[config.mk]
export PLATFORM = sky130hd
export DESIGN_NAME = sbvq_picker
export DESIGN_NICKNAME = d
export VERILOG_FILES = /design/src/design/sbvq_pkg.sv /design/src/design/sbvq_picker.sv
export SDC_FILE = /design/constraint.sdc
export NUM_CORES = 1
export LEC_CHECK = 0
export BUFFER_PORTS_ARGS = -buffer_cell sky130_fd_sc_hd__buf_4
export CAP_MARGIN = 0
export CELL_PAD_IN_SITES_DETAIL_PLACEMENT = 0
export CELL_PAD_IN_SITES_GLOBAL_PLACEMENT = 1
export CORE_ASPECT_RATIO = 0.75
export CORE_UTILIZATION = 40
export DETAILED_ROUTE_END_ITERATION = 6
export PLACE_DENSITY = 0.91
export SLEW_MARGIN = 10
export SYNTH_ARGS = -nofsm -noshare
export SYNTH_HDL_FRONTEND = slang
export SYNTH_SLANG_ARGS = --single-unit
[constraint.sdc]
create_clock -name vclk -period 4.02
set_input_delay 0.804 -clock vclk [all_inputs]
set_output_delay 0.804 -clock vclk [all_outputs]
set_load 0.01 [all_outputs]
[src/design/sbvq_pkg.sv]
// package: types and constants of the shared buffer voq scheduler
`timescale 1ns / 1ps
`default_nettype none
package sbvq_pkg;
  localparam int NumEgress  = 8;
  localparam int NumIngress = 8;
  localparam int NumClasses = 3;
  localparam int QueueDepth = 16;
  localparam int EgW  = $clog2(NumEgress);
  localparam int InW  = $clog2(NumIngress);
  localparam int PosW = $clog2(QueueDepth);
  localparam int CntW = $clog2(QueueDepth + 1);
  localparam int NumQueues = NumEgress * NumClasses * NumIngress;
  localparam int QW   = $clog2(NumQueues);
  localparam int NumRr = NumEgress * NumClasses;
  localparam int RrW  = $clog2(NumRr);
  localparam int EntW = 30;

  localparam logic [1:0] ModeArrive   = 2'd0;
  localparam logic [1:0] ModeComplete = 2'd1;
  localparam logic [1:0] ModeRead     = 2'd2;
  localparam logic [1:0] ModeUnused   = 2'd3;

  localparam logic [1:0] VerdictNone  = 2'd0;
  localparam logic [1:0] VerdictAdmit = 2'd1;
  localparam logic [1:0] VerdictDrop  = 2'd2;

  typedef enum logic [2:0] {
    StAdmPkts  = 3'd0,
    StAdmBytes = 3'd1,
    StDrpPkts  = 3'd2,
    StDrpBytes = 3'd3,
    StDeqPkts  = 3'd4,
    StDeqBytes = 3'd5
  } stat_sel_e;

  typedef enum logic [2:0] {
    SIdle,
    SPush,
    SPop,
    SFetch,
    SOut
  } state_e;

  typedef struct packed {
    logic          we;
    logic [QW-1:0] waddr;
    logic [PosW-1:0] wpos;
    logic [EntW-1:0] wdata;
    logic          re;
    logic [QW-1:0] raddr;
    logic [PosW-1:0] rpos;
  } ent_req_t;

  typedef struct packed {
    logic [PosW-1:0] head;
    logic [CntW-1:0] cnt;
  } ptr_t;

  function automatic logic [QW-1:0] queue_index(logic [EgW-1:0] e, logic [1:0] c,
                                                logic [InW-1:0] i);
    return QW'((32'(e) * NumClasses + 32'(c)) * NumIngress + 32'(i));
  endfunction
endpackage
`default_nettype wire

[src/design/sbvq_picker.sv]
// round robin and strict priority pick of the next queue of one egress
`timescale 1ns / 1ps
`default_nettype none
module sbvq_picker
  import sbvq_pkg::*;
(
  input  wire logic [NumClasses*NumIngress-1:0] nonempty_i,
  input  wire logic [NumClasses-1:0]            flag_i,
  input  wire logic [NumClasses*InW-1:0]        last_i,
  output logic                                  found_o,
  output logic [1:0]                            cls_o,
  output logic [InW-1:0]                        ing_o
);
  always_comb begin
    logic [InW-1:0] start;
    logic [InW-1:0] idx;
    logic           hit;
    found_o = 1'b0;
    cls_o   = '0;
    ing_o   = '0;
    for (int c = NumClasses - 1; c >= 0; c--) begin
      start = flag_i[c] ? InW'((32'(last_i[c*InW +: InW]) + 1) % NumIngress) : '0;
      hit = 1'b0;
      idx = '0;
      for (int k = NumIngress - 1; k >= 0; k--) begin
        if (nonempty_i[c*NumIngress + 32'((32'(start) + k) % NumIngress)]) begin
          hit = 1'b1;
          idx = InW'((32'(start) + k) % NumIngress);
        end
      end
      if (hit) begin
        found_o = 1'b1;
        cls_o   = 2'(c);
        ing_o   = idx;
      end
    end
  end
endmodule
`default_nettype wire
=== Word level (Yosys, flattened, before mapping) ===
Index checks and enable logic that the tools add are counted.

* Input port bits: 36
* Bits in registers: 0
* Logic and storage cells: 172
* Output and inout bits: 6

* Add/subtract/negate cells: 40
* Magnitude comparators: 24
* Muxes and demuxes: 108

{| class="wikitable"
|+ Operators with widths
! operator !! number
|-
| two-way mux 3 bit || 30
|-
| binary-select mux 1 bit (select 5 bit) || 16
|-
| two-way mux 1 bit || 51
|-
| adder 5 x 3 -> 6 bit, first input constant || 8
|-
| < comparator 3 x 6 -> 1 bit, second input constant || 8
|-
| < comparator 5 x 6 -> 1 bit, second input constant || 8
|-
| < comparator 6 bit, second input constant || 8
|-
| adder 4 x 3 -> 5 bit, first input constant || 8
|-
| adder 3 bit, second input constant || 12
|-
| binary-select mux 1 bit (select 3 bit) || 8
|-
| adder 3 x 1 -> 3 bit, second input constant || 6
|-
| adder 3 x 2 -> 3 bit, second input constant || 6
|-
| two-way mux 2 bit || 3
|}

=== Depth between registers and ports, before layout ===
Gate-level depths: netlist (run 1).

* Word-level depth: 17
* Mapped depth: 12
* Mapped depth without buffers: 12

=== Worst setup path after synthesis (run 1) ===
Ideal clock, no wire load.

* Kind: input to output
* From: input port last_i[0]
* To: output port ing_o[0]
* Required time: 3.216 ns
* Arrival time: 3.579 ns
* Slack: -0.363 ns
* Buffers on the path: 1
* Stages: 11
* Cell sequence: ha_1 nand2_1 inv_2 ha_1 clkbuf_1 mux4_2 nand2_1 or4_4 nor3_1 o21ai_0 o211ai_1

* Word-level cells in the longest chain between the ends: 14
* Elaborated cells on any way between the ends: 42
* Those cells by class: add/sub: 8; mux: 34

{| class="wikitable"
|+ RTL lines
! item !! RTL line !! source
|-
| from (decl) || sbvq_picker.sv:9 || <nowiki>input wire logic [NumClasses*InW-1:0] last_i,</nowiki>
|-
| adder 3 x 1 -> 3 bit * || sbvq_picker.sv:22 || <nowiki>start = flag_i[c] ? InW'((32'(last_i[c*InW +: InW]) + 1) % NumIngress) : '0;</nowiki>
|-
| two-way mux 3 bit * || sbvq_picker.sv:22 ||
|-
| adder 3 bit || sbvq_picker.sv:26, sbvq_picker.sv:28 ||
|-
| binary-select mux 1 bit (select 3 bit) || sbvq_picker.sv:26 || <nowiki>if (nonempty_i[c*NumIngress + 32'((32'(start) + k) % NumIngress)]) begin</nowiki>
|-
| two-way mux 1 bit (implied by the code) || sbvq_picker.sv:26 ||
|-
| two-way mux 3 bit / two-way mux 1 bit (equally long branches) (8 in a row) || sbvq_picker.sv:26 ||
|-
| two-way mux 3 bit * || sbvq_picker.sv:31 || <nowiki>if (hit) begin</nowiki>
|-
| to (decl) || sbvq_picker.sv:12 || <nowiki>output logic [InW-1:0] ing_o</nowiki>
|}

Mark *: on every way between the ends. The rest lies on a longest branch, timed or not. The select of a mux whose other input is x is not followed.

=== Worst setup path in the final report (run 1) ===
* From: input port last_i[3]
* To: output port ing_o[2]

* Word-level cells in the longest chain between the ends: 16
* Elaborated cells on any way between the ends: 51
* Those cells by class: add/sub: 16; mux: 35

{| class="wikitable"
|+ RTL lines
! item !! RTL line
|-
| adder 3 x 1 -> 3 bit * || sbvq_picker.sv:22
|-
| two-way mux 3 bit * || sbvq_picker.sv:22
|-
| adder 3 bit || sbvq_picker.sv:26, sbvq_picker.sv:28
|-
| adder 4 x 3 -> 5 bit || sbvq_picker.sv:26
|-
| binary-select mux 1 bit (select 5 bit) || sbvq_picker.sv:26
|-
| two-way mux 1 bit (implied by the code) || sbvq_picker.sv:26
|-
| two-way mux 3 bit / two-way mux 1 bit (equally long branches) (8 in a row) || sbvq_picker.sv:26
|-
| two-way mux 3 bit * (2 in a row) || sbvq_picker.sv:31
|}

Marks and branches as above.

==> implementation parameters, run 1 <==
Parameter                              Value

Run status
  Status ... complete, but fails checks
  Failing checks ... design-rule violations, negative setup slack

Timing
  Actual transition at the worst max-transition pin ... 0.529 ns
  Final worst-path setup slack ... -0.146 ns
  Hold violation count in the final report ... 0
  Setup violators final ... 3
  RSZ-0062 raised after global routing ... yes
  Slew Limit Fails ... 0
  Fmax ... 0.240 GHz
  Fin crit share ... 104%
  Final critical-path required period ... 4.17 ns
  Worst max-slew margin expressed relative to the limit ... 64.5%

Setup path
  Arr. time, crit path ... 3.36 ns
  Startpoint type of the worst setup path ... input pin
  Largest driver fanout on the critical path ... 3
  Critical path data required time ... 3.22 ns
  WS Path Type ... input pin to output port
  Worst setup EP type ... output port

Die
  Total die area ... 0.00726 mm^2
  Io pins ... 42
  DIE WIDTH ... 98.1 um
  Height of the die ... 74.0 um
  Row count ... 25
  Total core area ... 0.00647 mm^2
  Starting Density ... 42.7%

Placement
  Number of buffers inserted by port buffering ... 42
  Routability cong. ... 0.986
  Estimated wirelength of the detail-placed design ... 8200 um

Synthesis
  Number of instances in the synthesized netlist ... 368
  Synth top area share ... 19.2%
  Share of synthesized cell area in full adder, half adder and majority cells ... 3.16%
  Seq/Total Area, Yosys ... 0%
  Top cells by area in the synthesized netlist ... mux2i_1 19%, mux4_2 11%, nand2_1 5.7%, a21oi_1 4.2%, o21ai_0 3.8%
  Combined area of all synthesized cells ... 0.00277 mm^2
  Area fraction in compound gates after synthesis ... 31.2%
  Cell taking the most area after synthesis ... mux2i_1
  Combinational family with the most area after synthesis ... multiplexers
  Area share of and/or/nand/nor cells after synthesis ... 23.8%
  Syn Area/Cell ... 7.52 um^2
  Mux share of post-synthesis cell area ... 32.7%
  Mapped Nets ... 411
  Xor and xnor fraction of the mapped netlist area ... 4.20%
  Synth Warn # ... 0
  Distinct cells, synth ... 66

GRT
  GRT Total Usage ... 27.6%
  Initial antenna violation count ... 0
  Global route overflow ... 0
  Number of global-route vias before repair ... 3393
  Pin count of the biggest net entering global routing ... 17
  First-pass GRT wire length ... 16500 um

Final layout
  Sequential cell count of the final layout ... 0
  Post-route core utilization ... 63.6%
  Area occupied by registers ... 0 um^2
  Highest-count cells in the layout ignoring fill and taps ... 131 x buf_4, 48 x mux2i_1, 38 x nand2_1
  Layout overhead on the synthesized area ... 48.7%
  Number of nets in the layout ... 534
  Antenna diode count ... 0
  Most common library cell in the layout ignoring fill and taps ... buf_4
  Fraction of final layout cells sized beyond drive strength 1 ... 41.3%
  Number of clock buffers in the layout ... 0

Job
  # Max-Cap Violations ... 0

Routing
  Vias ... 3771
  Final WL ... 10300 um
  DRT iter0 DRCs ... 381
  Post-route DRC ... 2
  Drt via density ... 6.62
  Avg WL per Cell ... 18.1 um
  Antenna violation net count after detailed routing ... 0
  First-pass DRT Iterations ... 7

Power and ir drop
  IR Drop Worst-Case VDD ... 0.0855 mV
  Sum of internal, switching and leakage power ... 762 uW
  Power per unit of standard cell area ... 185 mW/mm^2
  Leakage power of the design ... 0.00189 uW

Hold path
  Class of the tightest hold or removal check ... input pin to output port
## power by group
part / internal, uW / total [uW] / switching [uW]
clock network: 0 / 0 / 0
registers: 0 / 0 / 0
logic: 378 / 762 / 384
## worst paths after layout
kind                       from       end  slack, ns  cells past startpoint
worst max-delay path  last_i[3]  ing_o[2]      -0.15                     13
worst min-delay path  last_i[6]  ing_o[0]       2.33                      6
## cells in the mapped netlist (all sizes together), types with 3 or more instances
library cell,n
nand2,42
a211oi,13
nand2b,7
buf,6
a211o,5
a22oi,5
a21boi,6
nor2,18
xnor2,5
inv,16
o221ai,3
nor2b,7
mux2,3
mux2i,53
nor3,8
nand3,16
clkbuf,9
and3b,8
ha,7
a21oi,23
mux4,15
and2,6
o211ai,11
o21ai,21
a221oi,4
o2111ai,3
or4,3
xor2,3
a31oi,4
## worst max-delay path, cell delays in order
cell and delay [ns]:
buf_8 0.10, ha_4 0.23, nand2_4 0.08, clkinv_4 0.06, ha_4 0.27, mux4_2 0.30
or2_4 0.28, nor3_4 0.12, nand4_2 0.15, or4_4 0.50, o22a_1 0.23, o22ai_2 0.10
buf_4 0.14
## per-stage QoR
stage | instances | worst slack, ns | setup TNS [ns] | instance area [um^2] | hold slack [ns]
6_report | 570 | -0.146 | -0.297 | 4120 | 2.33
5_1_grt | 570 | -0.196 | -0.491 | 4120 | 2.39
4_1_cts | 569 | -0.126 | -0.148 | 4060 | 2.33
3_5_place_dp | 564 | -0.188 | -0.536 | 3830 | 2.32
3_3_place_gp | 564 | -0.155 | -0.409 | 3830 | 2.31
2_1_floorplan | 368 | 0.00380 | 0 | 2830 | 1.87
## final cells by class
class / count / area [um^2]
multi-input cells: 336 / 2900
repair buffers: 136 / 1040
fillers: 516 / 2360
inverters: 17 / 76.3
well taps: 81 / 101
## metal layers
layer	vias to the layer above	track usage, %	wire, um
li1	1696	-	-
met1	1781	38.8	4280
met4	0	2.86	161
met3	32	0.940	1090
met5	-	0	0
met2	262	49.2	4790
## kinds of logic (layout without fill, tap and decap cells)
logic type	after synthesis	after routing
XOR/XNOR	10	10
buffers and inverters	32	153
multiplexers	71	71
AND/OR/NAND/NOR	126	126
AO/OA/AOI/OAI	122	122
adder cells (fa/ha/maj)	7	7
## what timing repair did
item / in CTS / in global routing
setup endpoints to repair: 3 / 3
hold buffers: 0 / 0
pin swaps: 12 / 2
resized for setup: 40 / 12
buffers inserted: 5 / 1
cloned: 0 / 0
(Power assumes the default switching activity.)
==> inputs of run 2 (changes only) <==
==> constraint.sdc (replaced) <==
create_clock -name vclk -period 3.6
set_input_delay 0.72 -clock vclk [all_inputs]
set_output_delay 0.72 -clock vclk [all_outputs]
set_load 0.01 [all_outputs]
==> run 2 against run 1 <==
The run still ends with design-rule violations, negative setup slack left. Flip-flop and latch count is the same. Setup slack got worse by 0.22 ns. Hold slack worse by 0.15 ns. Critical path depth stayed put. Die area unchanged. Power increased by 24%. First-iteration DRC count down 32%. Sequential share of layout area did not move. Cell count increased by 8.2%. Via count is 2.3% higher.
==> implementation parameters, run 2 (synthesis results as in run 1) <==
Parameter                              Value

Final layout
  Most common library cell in the layout ignoring fill and taps ... buf_4
  Post-route core utilization ... 70.4%
  Antenna diode count ... 0
  Post-layout instance area ... 0.00456 mm^2
  Number of clock buffers in the layout ... 0
  Sequential cell count of the final layout ... 0
  Fraction of final layout cells sized beyond drive strength 1 ... 47.4%
  Layout overhead on the synthesized area ... 64.7%
  Number of nets in the layout ... 581
  Final instance count without filler cells ... 617
  Highest-count cells in the layout ignoring fill and taps ... 172 x buf_4, 43 x mux2i_1, 38 x nand2_1
  Area occupied by registers ... 0 um^2

Power and ir drop
  Sum of internal, switching and leakage power ... 946 uW
  Cell internal pwr ... 486 uW
  Net Sw Power ... 461 uW
  Proportion of power drawn by combinational gates ... 100.0%
  Switching power share of the total ... 48.7%
  IR Drop Worst-Case VDD ... 0.0892 mV
  Sequential power share ... 0%
  Leakage power of the design ... 0.00214 uW
  Clk network pwr share ... 0%
  Power per unit of standard cell area ... 208 mW/mm^2

Die
  Total core area ... 0.00647 mm^2
  Row count ... 25
  Io pins ... 42
  DIE WIDTH ... 98.1 um
  Total die area ... 0.00726 mm^2
  Starting Density ... 42.7%
  Height of the die ... 74.0 um

Timing
  Final worst-path setup slack ... -0.365 ns
  Fin crit share ... 110%
  Slew Limit Fails ... 0
  RSZ-0062 raised after global routing ... yes
  Setup violators final ... 5
  Hold violation count in the final report ... 0
  Final critical-path required period ... 3.97 ns
  Fmax ... 0.252 GHz
  Actual transition at the worst max-transition pin ... 0.535 ns
  Worst max-slew margin expressed relative to the limit ... 64.0%

Routing
  Vias ... 3857
  Post-route DRC ... 3
  Drt via density ... 6.25
  Antenna violation net count after detailed routing ... 0
  DRT iter0 DRCs ... 259
  First-pass DRT Iterations ... 6
  Final WL ... 11300 um
  Avg WL per Cell ... 18.3 um

Setup path
  Critical path data required time ... 2.88 ns
  Startpoint type of the worst setup path ... input pin
  Arr. time, crit path ... 3.25 ns
  Worst setup EP type ... output port
  Largest driver fanout on the critical path ... 3
  WS Path Type ... input pin to output port

GRT
  GRT Total Usage ... 28.7%
  Number of global-route vias before repair ... 3475
  Pin count of the biggest net entering global routing ... 15
  Met2 demand-to-capacity share in global routing ... 50.7%
  Met3 Usage GRT ... 1.50%
  Global route overflow ... 0
  Busiest metal layer after global routing ... met2
  First-pass GRT wire length ... 17200 um
  Initial antenna violation count ... 0
  Met1 track demand over resource in global routing ... 40.0%

Run status
  Failing checks ... design-rule violations, negative setup slack
  Status ... complete, but fails checks

Placement
  Estimated wirelength of the detail-placed design ... 8840 um
  Number of placed instances, taps included ... 608
  Total placed instance area ... 0.00427 mm^2
  Routability cong. ... 1.05
  Number of buffers inserted by port buffering ... 42

Hold path
  Class of the tightest hold or removal check ... input pin to output port
  Hold path startpoint ... last_i[6]
  Hold endpoint ... ing_o[0]
  Number of stages on the worst hold path ... 6

Job
  # Max-Cap Violations ... 0
==> run 2: changes by cell type in the layout (fill, tap and decap cells not counted), moves of 2 or more <==
cell	before	now
nand2b_2	2	0
buf_4	131	172
xnor2_2	1	3
a211oi_4	3	1
nand3_2	2	0
buf_6	4	9
mux2i_4	3	7
mux2i_1	48	43
a211oi_2	2	4
xnor2_1	4	2
==> run 2: power groups by stage <==
stage                     Sequential (uW)  Combinational (uW)  Clock [uW]
after CTS                               0                 885           0
after global routing                    0                1010           0
after floorplan                         0                 481           0
final                                   0                 946           0
after detailed placement                0                 846           0
after global placement                  0                 820           0
==> run 2: area by class of cell <==
cell class / instances / area [um^2]
Multi-Input combinational cell: 336 / 2950
Inverter: 17 / 76.3
Fill cell: 493 / 1920
Timing Repair Buffer: 183 / 1430
Tap cell: 81 / 101
==> run 2: stage by stage <==
stage	hold slack, ns	setup WS, ns	TNS, ns
final	2.18	-0.365	-1.18
after global routing	2.20	-0.466	-1.57
after global placement	2.14	-0.326	-1.02
after floorplan	1.71	-0.179	-0.270
after detailed placement	2.15	-0.396	-1.32
after CTS	2.16	-0.347	-0.927
==> run 2: worst max-delay path: stages <==
cell and delay (ns):
buf_8 0.10, ha_4 0.24, nand2_4 0.08, clkinv_4 0.06, ha_4 0.27, mux4_2 0.30, or2_4 0.29, nor3_4 0.12
nand4_2 0.13, or4_4 0.49, o22a_1 0.20, o22ai_2 0.09, buf_4 0.14
==> run 2: worst max-delay path by stage <==
stage               slack (ns)  cells past startpoint  startpoint        to
floorplan                -0.18                     12   last_i[3]  ing_o[2]
global placement         -0.33                     13   last_i[3]  ing_o[0]
detailed placement       -0.40                     13   last_i[3]  ing_o[2]
CTS                      -0.35                     13   last_i[3]  ing_o[2]
global route             -0.47                     13   last_i[4]  ing_o[1]
finish                   -0.37                     13   last_i[3]  ing_o[2]
==> run 2: repair_timing <==
item	CTS	global route
hold buffers	0	0
setup endpoints to repair	5	6
gates resized for setup	25	24
pin swaps	7	7
buffers inserted	4	6
==> run 2: per-layer routing <==
| metal | up-vias | part of all wire (%) |
|---|---|---|
| met2 | 208 | 48 |
| met3 | 25 | 9.1 |
| met4 | 0 | 2.2 |
| li1 | 1788 | - |
| met5 | - | 0 |
| met1 | 1836 | 41 |
==> inputs of run 3 (changes only) <==
--- a/config.mk
+++ b/config.mk
@@ -10,9 +10,9 @@
 export CELL_PAD_IN_SITES_DETAIL_PLACEMENT = 0
 export CELL_PAD_IN_SITES_GLOBAL_PLACEMENT = 1
 export CORE_ASPECT_RATIO = 0.75
-export CORE_UTILIZATION = 40
+export CORE_UTILIZATION = 45
 export DETAILED_ROUTE_END_ITERATION = 6
-export PLACE_DENSITY = 0.91
+export PLACE_DENSITY = 0.95
 export SLEW_MARGIN = 10
 export SYNTH_ARGS = -nofsm -noshare
 export SYNTH_HDL_FRONTEND = slang
==> constraint.sdc (replaced) <==
create_clock -name vclk -period 3.7
set_input_delay 0.74 -clock vclk [all_inputs]
set_output_delay 0.74 -clock vclk [all_outputs]
set_load 0.01 [all_outputs]
==> run 3 against run 2 <==
The flow finishes with violations (negative setup slack). Via count grew 1.0%. Highest routed layer unchanged. Final area shrank 4.3%. Core utilization grew 3.7 points.
==> implementation parameters, run 3 (synthesis results as in run 1) <==
Parameter                              Value

Run status
  Status ... complete, but fails checks
  Failing checks ... negative setup slack

Placement
  Estimated wirelength of the detail-placed design ... 8720 um
  Number of placed instances, taps included ... 593
  Number of buffers inserted by port buffering ... 42
  Post-placement worst setup slack ... -0.361 ns
  Routability cong. ... 1.01

Setup path
  Startpoint type of the worst setup path ... input pin
  Slowest-stage cell, CP ... mux4_2
  Crit-path max cell delay ... 0.36 ns
  Worst setup EP type ... output port
  WS Path Type ... input pin to output port
  Critical path data required time ... 2.96 ns
  Arr. time, crit path ... 3.31 ns
  Critical-path cell list ... buf_4, ha_4, nand2_4, buf_4, ha_4, mux4_2, buf_6, mux2i_2, o211ai_1, a211o_1, a31oi_1, o211ai_1, buf_4
  CP dominant cell by count ... buf_4
  Largest driver fanout on the critical path ... 4

Routing
  Drt via density ... 6.50
  Avg WL per Cell ... 18.4 um
  Post-route DRC ... 0
  Vias ... 3897
  DRT iter0 DRCs ... 365
  Final WL ... 11000 um
  Antenna violation net count after detailed routing ... 0
  First-pass DRT Iterations ... 5

Power and ir drop
  Sum of internal, switching and leakage power ... 892 uW
  IR Drop Worst-Case VDD ... 0.0898 mV
  Leakage power of the design ... 0.00207 uW
  Power per unit of standard cell area ... 204 mW/mm^2

Final layout
  Number of filler instances in the final layout ... 445
  Final instance count without filler cells ... 600
  Antenna diode count ... 0
  Fraction of final layout cells sized beyond drive strength 1 ... 45.0%
  Layout overhead on the synthesized area ... 57.6%
  Number of nets in the layout ... 567
  Post-route core utilization ... 74.1%
  Area occupied by registers ... 0 um^2
  Number of clock buffers in the layout ... 0
  Most common library cell in the layout ignoring fill and taps ... buf_4
  Sequential cell count of the final layout ... 0
  Highest-count cells in the layout ignoring fill and taps ... 165 x buf_4, 47 x mux2i_1, 39 x nand2_1

Die
  Total core area ... 0.00589 mm^2
  Height of the die ... 69.9 um
  Total die area ... 0.00647 mm^2
  Starting Density ... 47.0%
  Row count ... 24
  DIE WIDTH ... 92.6 um
  Io pins ... 42

CTS
  Cts hold-fix bufs ... 0

GRT
  GRT Total Usage ... 32.8%
  Global route overflow ... 0
  Pin count of the biggest net entering global routing ... 12
  Initial antenna violation count ... 0
  Number of global-route vias before repair ... 3624
  First-pass GRT wire length ... 17400 um

Timing
  TNS Setup ... -1.05 ns
  Final critical-path required period ... 4.05 ns
  Slew Limit Fails ... 0
  Final worst-path setup slack ... -0.353 ns
  RSZ-0062 raised after global routing ... yes
  Setup violators final ... 5
  Fmax ... 0.247 GHz
  Hold violation count in the final report ... 0
  Actual transition at the worst max-transition pin ... 0.571 ns
  Fin crit share ... 110%
  Worst max-slew margin expressed relative to the limit ... 61.5%

Hold path
  Class of the tightest hold or removal check ... input pin to output port

Job
  # Max-Cap Violations ... 0
-- run 3: changes by cell type in the layout (fill, tap and decap cells not counted), sizes merged --
cell | before | now
buf | 183 | 169
-- run 3: where the power goes --
part | switching, uW | leakage [uW] | internal [uW]
clock network | 0 | 0 | 0
logic | 436 | 0.00207 | 456
registers | 0 | 0 | 0
total | 436 | 0.00207 | 456
-- run 3: per-stage QoR --
step                hold slack, ns  area, um^2
finish                        2.24        4360
global placement              2.18        4170
global route                  2.26        4360
detailed placement            2.19        4170
CTS                           2.19        4290
floorplan                     1.75        2960
-- run 3: critical path, delay by kind of cell --
family / cells / cell delay, ns
compound gates: 4 / 0.81
fa+ha+maj: 2 / 0.56
buf+inv: 4 / 0.60
mux: 2 / 0.54
simple gates: 1 / 0.06
-- run 3: timing repair --
item                                   in CTS  in global routing
setup endpoints to repair                   5                  6
gates resized for setup                    18                 14
buffers inserted                            5                  2
pin swaps                                   7                  3
endpoints found under the hold margin       0                  0
-- run 3: final timing paths --
path          start  endpoint  slack [ns]  cells after the start
max       last_i[4]  ing_o[1]       -0.35                     13
min   nonempty_i[3]   found_o        2.24                      7
-- run 3: area by class of cell --
cell class	count	area [um^2]	area share [%]
Tap cell	78	97.6	2.24
Timing Repair Buffer	169	1300	29.7
Multi-Input combinational cell	336	2890	66.3
Inverter	17	76.3	1.75
-- run 3: routing by layer --
metal	vias up	routed length [um]	track usage [%]
met5	-	0	0
met4	0	244	6.60
met3	40	1050	5.01
met2	241	5140	54.4
met1	1854	4580	45.2
li1	1762	-	-
